$ cat src/crpts_ram.sv
// Generic single-port-write, single-port-read RAM with registered read data.
// No dependencies.
module crpts_ram #(
  parameter int WIDTH = 16,
  parameter int DEPTH = 256
) (
  input  logic                     clk,
  input  logic                     we,
  input  logic [$clog2(DEPTH)-1:0] waddr,
  input  logic [WIDTH-1:0]         wdata,
  input  logic [$clog2(DEPTH)-1:0] raddr,
  output logic [WIDTH-1:0]         rdata
);

  logic [WIDTH-1:0] mem [DEPTH];

  always_ff @(posedge clk) begin
    if (we) begin
      mem[waddr] <= wdata;
    end
    rdata <= mem[raddr];
  end

endmodule

$ cat config.mk
export PLATFORM = sky130hd
export DESIGN_NAME = crpts_ram
export DESIGN_NICKNAME = d
export VERILOG_FILES = /design/src/crpts_ram.sv
export SDC_FILE = /design/constraint.sdc
export NUM_CORES = 2
export LEC_CHECK = 0
export BUFFER_PORTS_ARGS = -buffer_cell sky130_fd_sc_hd__buf_4
export CAP_MARGIN = 30
export CORE_AREA = 2 2 750 379
export CTS_CLUSTER_DIAMETER = 80
export DETAILED_ROUTE_END_ITERATION = 10
export DIE_AREA = 0 0 752 381
export GPL_TIMING_DRIVEN = 0
export PLACE_DENSITY = 0.75
export SKIP_CTS_REPAIR_TIMING = 1
export SLEW_MARGIN = 10
export SYNTH_ARGS = -nofsm -noshare
export SYNTH_HDL_FRONTEND = slang
export SYNTH_SLANG_ARGS = --single-unit
$ cat constraint.sdc
create_clock -name clk -period 6.6 [get_ports clk]
set_clock_uncertainty 0.1 [all_clocks]
set_input_delay 1.32 -clock clk [delete_from_list [all_inputs] [get_ports clk]]
set_output_delay 1.32 -clock clk [all_outputs]
set_load 0.005 [all_outputs]
==> impl_metrics.csv <==
group,metric,value,unit
cts,cts.sinks,4112,
placed_design,dpl_cell_area,0.171,mm2
cts,clk_latency,980,ps
sta,finalCritPeriodShare,0.893,
setup_path,ff2ff_setup_slack,2620,ps
sta,min_period,5890,ps
sta,hold_slack,511,ps
sta,layout_setup_ws,708,ps
placed_design,post-place-ws,50.5,ps
outcome,status,"completed",
cts,cts_made_buffers,350,
global_routing,grt_pass1_wl,742000,um
logic_synthesis,ys_types,52,
logic_synthesis,yosysMostFrequentCell,"edfxtp_1",
pwr,leakagePower,57.9,nW
floorplan,core,0.281,mm2
global_routing,antenna_found_initial,73,
global_routing,grt_pass1_vias,81800,
logic_synthesis,yosys.area.top_type,"edfxtp_1",
cells_and_area,drive_gt1_frac,0.282,
setup_path,arrival,6550,ps
logic_synthesis,seq_area_frac_synth,0.777,
pwr,power.share.clock,0.396,
sta,setup_violations,0,
logic_synthesis,synth_edf_count,4096,
detailed_routing,routed_wl,566000,um
floorplan,row_count,138,
pwr,combPwrFrac,0.069,
pwr,power_frac_seq,0.536,
sta,max_freq,0.170,GHz
detailed_routing,drt_iter0_markers,19700,
detailed_routing,vias,89700,
setup_path,crit_path_end_kind,"flop",
logic_synthesis,avgSynthCellArea,21.6,um2
logic_synthesis,synth_area_leaders,"edfxtp_1 (77%), mux4_2 (11%), mux2i_1 (3.6%), o221ai_1 (1.4%), nor2_1 (0.72%)",
pwr,total_power,53.8,mW
pwr,ir_worst_vdd,0.272,mV
pwr,swShare,0.232,
global_routing,grt_max_degree,133,
setup_path,worstSetupPathType,"input port to flop",
min_path,hp-class,"input port to flop",
logic_synthesis,synth.net_count,7394,
flow_run,cap_violations,0,
cts,clk_pin_slew,70,ps
floorplan,start_util,0.566,
setup_path,worstPathRequired,7260,ps
setup_path,path_max_fanout,11,
detailed_routing,wl_per_cell,46.2,um
floorplan,die_area,0.287,mm2
logic_synthesis,synth_flop_cell,"edfxtp_1",
global_routing,grt_use_total,0.394,
cts,cts_root_buf,"clkbuf_16",
detailed_routing,drt-pass1-iter-count,6,
placed_design,hpwl,407000,um
sta,drv_slew,0,
detailed_routing,post-route-drc-count,0,
logic_synthesis,netlist_instances,7360,
pwr,power_density,294,mW/mm2
logic_synthesis,yosysWarnings,0,
sta,rsz0062_at_grt,"no",
logic_synthesis,syn_area,0.159,mm2
logic_synthesis,yosysTopAreaCellShare,0.775,
setup_path,cp-start-kind,"input port",
global_routing,grt_overflow_total,0,
pwr,intPower,41.3,mW
cells_and_area,area_growth,15.0,%
sta,hold_violations,0,
logic_synthesis,synth_async_sr_flop_share,0,
cells_and_area,final_area,0.183,mm2
sta,tightest_slew,1230,ps
pwr,p_sw,12.4,mW
logic_synthesis,ys_seq_elements,4112,
cts,cts_tree,"built",
cts,cts_buffer_depth,4,
sta,relSlewSlack,0.179,
cells_and_area,fin_nets,8196,
placed_design,io_buffers,39,
logic_synthesis,yosys-top-cells-count,"edfxtp_1 (4096), mux4_2 (797), mux2i_1 (565)",
placed_design,gp_congestion,1.03,
floorplan,num_io_pins,50,
cts,htreeDepth,5,
floorplan,die_w,752,um
detailed_routing,via_per_inst,7.32,
detailed_routing,postRouteAntennaNets,0,
floorplan,die_h,381,um
final timing paths:
| kind | startpoint | end | cells after the start |
|---|---|---|---|
| worst max-delay path | raddr[3] | rdata[9] | 9 |
| worst min-delay path | wdata[12] | mem[59][12] | 1 |
| worst max register to register | mem[8][9] | rdata[9] | 6 |
| worst min register to register | mem[242][13] | rdata[13] | 6 |
kinds of logic after synthesis:
family / count (synthesis) / synth area share
AOI/OAI and AO/OA: 786 / 0.0354
buffers and inverters: 456 / 0.0169
DFF: 4112 / 0.777
muxes: 1450 / 0.155
and+or+nand+nor: 556 / 0.0157
sequential cells by signal, summed over array words and instances (netlist names):
signal	flops
mem	4096
rdata	16
metal layers:
metal / global-route usage / wire, um / part of all wire / up-vias
met5: 0.00300 / 562 / 0.00099 / -
met4: 0.0784 / 12700 / 0.022 / 28
met3: 0.292 / 133000 / 0.23 / 834
met2: 0.442 / 201000 / 0.35 / 9031
met1: 0.600 / 219000 / 0.39 / 47000
li1: - / - / - / 32900
power by group through the flow:
stage          combinational [mW]  clock (mW)  sequential (mW)
2_1_floorplan                1.42           0             29.4
3_3_place_gp                 3.18           0             29.4
3_5_place_dp                 3.42           0             29.4
4_1_cts                      3.44        21.2             28.8
5_1_grt                      3.67        22.2             28.8
6_report                     3.70        21.3             28.8
final cells by class:
class                           count  area, um2
Antenna cell                       35       87.6
Clock buffer                      419       9120
Clock inverter                    214       2270
Tap cell                         3780       4730
Inverter                            4       15.0
Fill cell                       17800      98000
Multi-Input combinational cell   2792      33600
Buffer                            452       2740
Timing Repair Buffer              450       6650
Sequential cell                  4112     123000
per-stage QoR:
step                      TNS (ps)  cells  utilization
after floorplan                  0   7360            -
after global placement      -45450  11200        0.584
after detailed placement         0  11600        0.608
after CTS                        0  12200        0.649
after global routing             0  12200        0.650
final                            0  12300        0.651
worst max-delay path, cell delays in order:
cell      delay (ps)
clkbuf_1         280
inv_2            670
buf_2            560
clkbuf_1         640
mux2_2           450
a22oi_1          790
nand2_1          500
o32ai_1          990
nor4_1           270
cell usage in the layout (no fill, tap or decap), types with 28 or more instances in the layout:
cell       synthesis  routed
clkbuf_16          0     354
mux2i_1          565     565
buf_6             77     132
bufinv_16          0      39
buf_8             11     279
clkbuf_2           0      43
o22ai_1          148     139
nand3_1           35      35
a22o_1            32      32
buf_4             26      76
nor3_1            92      77
o21ai_0           37      33
mux4_2           797     797
buf_2             76      92
clkinv_1           0      62
clkinv_2           0      75
mux2_2            88      88
edfxtp_1        4096    4096
a21oi_1          175     174
clkbuf_1         230     250
nand2_1           38      38
o221ai_1         252     252
nor2_2             0     232
diode_2            0      35
a221oi_1          28      28
a22oi_1           43      43
buf_16             0      40
nor2_1           304      48
No activity file was read; power rests on OpenSTA's default activity.
