## src/crpts_pkg.sv

```systemverilog
// Shared types and constants of the table sampler.
// Used by the accumulate and compare unit and by the top level; no dependencies.
package crpts_pkg;

  localparam int FRAC_W   = 16;
  localparam int ALPHA_W  = 32;
  localparam int DISC_W   = 16;
  localparam int UNIF_W   = 16;
  localparam int REQ_W    = 2;
  localparam int IDX_W    = 8;
  localparam int TABLE_W  = 9;
  localparam int STATUS_W = 2;
  localparam int TOTAL_W  = 24;
  localparam int IN_W     = 32;
  localparam int OUT_W    = 16;
  localparam int CFG_AW   = 1;

  // Scaled total is 41 bits; times a 16-bit draw gives 57 bits.
  localparam int TOT_W = TOTAL_W + FRAC_W + 1;
  localparam int ACC_W = TOT_W + UNIF_W;
  localparam int THR_W = ACC_W - FRAC_W;

  localparam logic [ALPHA_W-1:0] CONC_RESET = 32'h0001_0000;

  localparam logic [REQ_W-1:0] REQ_SAMPLE = 2'd0;
  localparam logic [REQ_W-1:0] REQ_ADD    = 2'd1;
  localparam logic [REQ_W-1:0] REQ_REMOVE = 2'd2;

  localparam logic [STATUS_W-1:0] ST_OK           = 2'd0;
  localparam logic [STATUS_W-1:0] ST_REMOVE_EMPTY = 2'd1;
  localparam logic [STATUS_W-1:0] ST_RANGE        = 2'd2;
  localparam logic [STATUS_W-1:0] ST_NO_FREE      = 2'd3;

  localparam logic [CFG_AW-1:0] CFG_CONCENTRATION = 1'd0;
  localparam logic [CFG_AW-1:0] CFG_DISCOUNT      = 1'd1;

  typedef struct packed {
    logic             clr;
    logic             en;
    logic [ACC_W-1:0] operand;
  } alu_op_t;

endpackage

```

## src/crpts_alu.sv

```systemverilog
// Shared accumulate and compare unit: one wide adder used for the threshold
// multiply and for the weight walk. Depends on crpts_pkg.
module crpts_alu (
  input  logic                              clk,
  input  crpts_pkg::alu_op_t                op,
  input  logic [crpts_pkg::THR_W-1:0]       limit,
  output logic [crpts_pkg::ACC_W-1:0]       acc,
  output logic                              hit
);
  import crpts_pkg::*;

  logic [ACC_W-1:0] sum;

  assign sum = acc + op.operand;
  assign hit = ACC_W'(limit) < sum;

  always_ff @(posedge clk) begin
    if (op.clr) begin
      acc <= '0;
    end else if (op.en) begin
      acc <= sum;
    end
  end

endmodule

```

## config.mk

```make
export PLATFORM = sky130hd
export DESIGN_NAME = crpts_alu
export DESIGN_NICKNAME = d
export VERILOG_FILES = /design/src/crpts_pkg.sv /design/src/crpts_alu.sv
export SDC_FILE = /design/constraint.sdc
export NUM_CORES = 1
export LEC_CHECK = 0
export BUFFER_PORTS_ARGS = -buffer_cell sky130_fd_sc_hd__buf_2
export CAP_MARGIN = 5
export CORE_ASPECT_RATIO = 1.1
export CORE_MARGIN = 2
export CORE_UTILIZATION = 30
export DETAILED_ROUTE_END_ITERATION = 10
export PLACE_DENSITY = 0.61
export SYNTH_ARGS = -nofsm -noshare
export SYNTH_HDL_FRONTEND = slang
export SYNTH_SLANG_ARGS = --single-unit
```

## constraint.sdc

```tcl
create_clock -name clk -period 9.1 [get_ports clk]
set_input_delay 0.455 -clock clk [delete_from_list [all_inputs] [get_ports clk]]
set_output_delay 0.455 -clock clk [all_outputs]
set_load 0.005 [all_outputs]
```

==> summary.txt <==
Floorplanning
  • X dimension of the die: ~140 um
  • # IOs: approximately 160
  • Rows: 55
  • Core area: roughly 0.02 mm2
  • Die area: about 0.022 mm2
  • Die height: approximately 160 um
  • Initial Util: a little under a third

Clock tree
  • Hold buffer count at CTS: 0
  • Post-CTS Setup Bufs: 0
  • Bufs on Longest Clock Path: 2
  • Clk slew on worst S/H paths: roughly 50 ps
  • CTS resizes: 0
  • CTS Buf Count: 9
  • CTS tree: yes
  • Clk root buf: clkbuf_16
  • Worst skew pair latency: about 350 ps
  • H-tree levels: 3
  • CTS Sinks: 57

STA
  • RSZ-0062 raised after global routing: false
  • Final worst path period need: 6018 ps
  • Final Hold Viols: 0
  • Worst-Margin Slew: 705.2 ps
  • Tcrit/Tclk final: about two thirds
  • Final worst slack: 3082 ps
  • Fmax: between 150 and 200 MHz
  • Hold Slack: just under 500 ps
  • Sum Neg Setup Slack: 0 ps
  • Worst slew margin: ~53%
  • Final max-slew violation count: 0
  • Endpoints failing setup: 0
  • Worst Clk Skew: 7.357 ps

Worst hold path
  • Hold Path End: acc[51]$_SDFFE_PP0P_
  • Hold WC Path Type: flop to flop
  • Worst Hold Depth: 2
  • Hold_sp: acc[51]$_SDFFE_PP0P_

Finish
  • Syn-to-layout area delta: 20.26%
  • Fraction of layout cells with a size suffix above 1: just over 20%
  • Number of flip-flops in the largest register: 57
  • Cell area after layout: between 0.007 and 0.008 mm2
  • Fill cells: 2229
  • Largest registers: acc: 57 flops
  • ANT cells: 0
  • Most flop-heavy register: acc
  • Nets: 1173

Setup path
  • Critical path type: flop to primary output
  • Crit-path max FO: 4
  • Worst Path Required: 8650 ps
  • Critical Path Sink Type: primary output
  • Crit start category: flop
  • RR Startpoint: acc[3]$_SDFFE_PP0P_
  • Crit-path slowest cell: o41ai_1
  • Worst path depth: 18
  • CP Buf/Inv Count: 1
  • R2R Setup Slk: around 5800 ps
  • Reg-to-Reg End: acc[53]$_SDFFE_PP0P_
  • CP dominant cell by count: nand4_1
  • WP data arrival: roughly 5600 ps
  • Cell Chain, Critical Path: ha_1 > o21ai_0 > o21a_1 > o41ai_1 > o211ai_1 > and3_1 > o21ai_1 > a31oi_1 > xor2_1 > ha_1 > nand4_1 > nor2_1 > and3_1 > nand4_1 > or4_1 > a2111oi_0 > nand4_1 > buf_2
  • Max incr delay on CP: ~590 ps
  • CP delay by family, top: compound AO/OA/AOI/OAI gates
  • Worst Reg-to-Reg Cells: 11

Synthesis
  • Yosys cell types: 64
  • Post-synth EDFFs: 0
  • Seq cells post-synth: 57
  • Synthesized Nets: 1029
  • Synth warnings: 0
  • Mapped Cells: roughly 830
  • Most used flip-flop cell after synthesis: dfxtp_1
  • Post-synthesis async set-or-reset flop share: 0%
  • Syn_area_per_cell: 7.595 um2
  • Seq/Total Area, Yosys: 18.08%
  • Area of the mapped netlist: 0.006311 mm2

Drt
  • DRC Markers: 0
  • Routed len/inst: 16.46 um
  • First DRT Iteration DRCs: ~340
  • Vias per cell: 5.239
  • Top Layer Used: met4
  • Via Count: 6470
  • Drt pass-1 iters: 5
  • Met3 routed WL: 951 um
  • Post-Route WL: 20.33 mm
  • WL met2: between 9 and 10 mm
  • Wire length on met1: 9.203 mm
  • Final ANT Viol Nets: 0

Placed design
  • I/O Buffers: 158
  • Place WS: 3248 ps
  • Dpl cell area: roughly 0.0073 mm2
  • Hpwl dp: 16.47 mm
  • Gp weighted congestion: about 0.89

Global routing
  • Largest net degree at the start of global routing: 60
  • GRT Util Overall: between 10% and 20%
  • Vias in the first global route: 6373
  • Remaining global-route overflow: 0
  • Global-route wire length before repair: between 30 and 40 mm
  • Initial antenna violation count: 0

Flow run
  • Max cap viols: 0

Run status
  • Status: completed

Power
  • Power Dens Cells: roughly 190 mW/mm2
  • Leakage: about 0.0035 uW
  • Peak VDD IR: about 0.086 mV
==> power by group <==
| group | leakage (uW) | internal (uW) | switching [uW] |
|---|---|---|---|
| Clock | 0.000124 | 190 | 120 |
| Combinational | 0.00294 | 330 | 460 |
| Sequential | 0.000470 | 290 | 33.3 |
| Total | 0.00353 | 810 | 613 |
==> worst max-delay path by stage <==
stage / start / endpoint / slack (ps)
global route: acc[3]$_SDFFE_PP0P_ / hit / 2630
floorplan: op[0] / hit / 4340
global placement: op[3] / hit / 3370
finish: acc[3]$_SDFFE_PP0P_ / hit / 3080
CTS: acc[3]$_SDFFE_PP0P_ / hit / 3080
detailed placement: op[3] / hit / 3250
==> synth_stat cells (all sizes together) (2+ instances only) <==
master    n  share of area (%)
a2111oi   5                1.4
a211o     3               0.42
a211oi    6               0.79
a21boi    3               0.42
a21o     27                3.2
a21oi    94                7.6
a221oi    5               0.79
a31oi     3               0.30
and2      4               0.40
and3      5               0.50
buf       4               0.36
clkbuf   24                1.4
dfxtp    57                 18
ha       96                 19
inv      13               0.77
mux2i    14                2.2
nand2    93                5.5
nand2b    7               0.69
nand3    16                1.3
nand3b    2               0.24
nand4    23                2.4
nor2     74                4.4
nor2b    34                3.4
nor3     13                1.0
nor4      2               0.20
o2111ai   3               0.42
o211ai    6               0.79
o21a     23                2.7
o21ai    82                6.7
o21ba     2               0.32
o21bai    7               0.83
o22ai     2               0.20
or2       6               0.59
or3       6               0.59
or4       2               0.24
xnor2    26                3.7
xor2     26                3.6
==> worst reg2reg max path: cells and delay by family, from the launching register on <==
family,cells,cell delay [ps]
DFF,1,320
xor gates and xnor gates,1,270
AOI/OAI and AO/OA,6,1890
muxes,1,110
and+or+nand+nor,2,300
adders and majority gates,1,380
==> metal layers <==
metal  track usage, %  up-vias
met5                0        -
met4            7.072        0
met3            3.192       30
met2            31.38      157
met1            22.91     2960
li1                 -     3323
==> kinds of logic (layout without fill, tap and decap cells) <==
kind of cell	count (synthesis)	after routing	share of synthesized area, %
multiplexers	15	15	2.458
AO/OA/AOI/OAI	278	278	28.09
adder cells (fa/ha/maj)	97	97	19.35
buffers and inverters	42	190	2.617
AND/OR/NAND/NOR	290	290	22.07
flip-flops	57	57	18.08
XOR/XNOR	52	52	7.336
==> per-stage QoR <==
stage,power [uW],util [%],instances
after floorplan,881.9,-,831
after global placement,1107,35.63,1220
after detailed placement,1111,35.63,1220
after CTS,1428,36.89,1235
after global routing,1550,36.89,1235
final,1424,36.89,1235
==> cells in the final DEF (no fill, tap or decap), types with 4 or more instances in the layout <==
master	count
buf_2	158
ha_1	96
nand2_1	93
a21oi_1	92
nor2_1	74
o21ai_0	72
dfxtp_1	57
nor2b_1	34
a21o_1	27
xor2_1	26
xnor2_1	25
o21a_1	23
nand4_1	22
nand3_1	16
mux2i_1	14
inv_1	13
nor3_1	13
clkbuf_16	9
o21bai_1	7
nand2b_1	7
or3_1	6
o21ai_1	6
a211oi_1	5
o211ai_1	5
or2_2	5
and3_1	5
clkbuf_1	5
a221oi_1	4
and2_1	4
o21ai_2	4
==> final cells by class <==
cell class / count / area [um2] / area share (%)
tap: 256 / 320.3 / 4.220
timing repair buffer: 161 / 813.3 / 10.72
multi-input combinational: 732 / 5005 / 65.94
inverter: 14 / 52.55 / 0.6924
sequential: 57 / 1141 / 15.03
clock buffer: 15 / 257.7 / 3.396
Note: power is estimated with default switching activity, not from simulation.
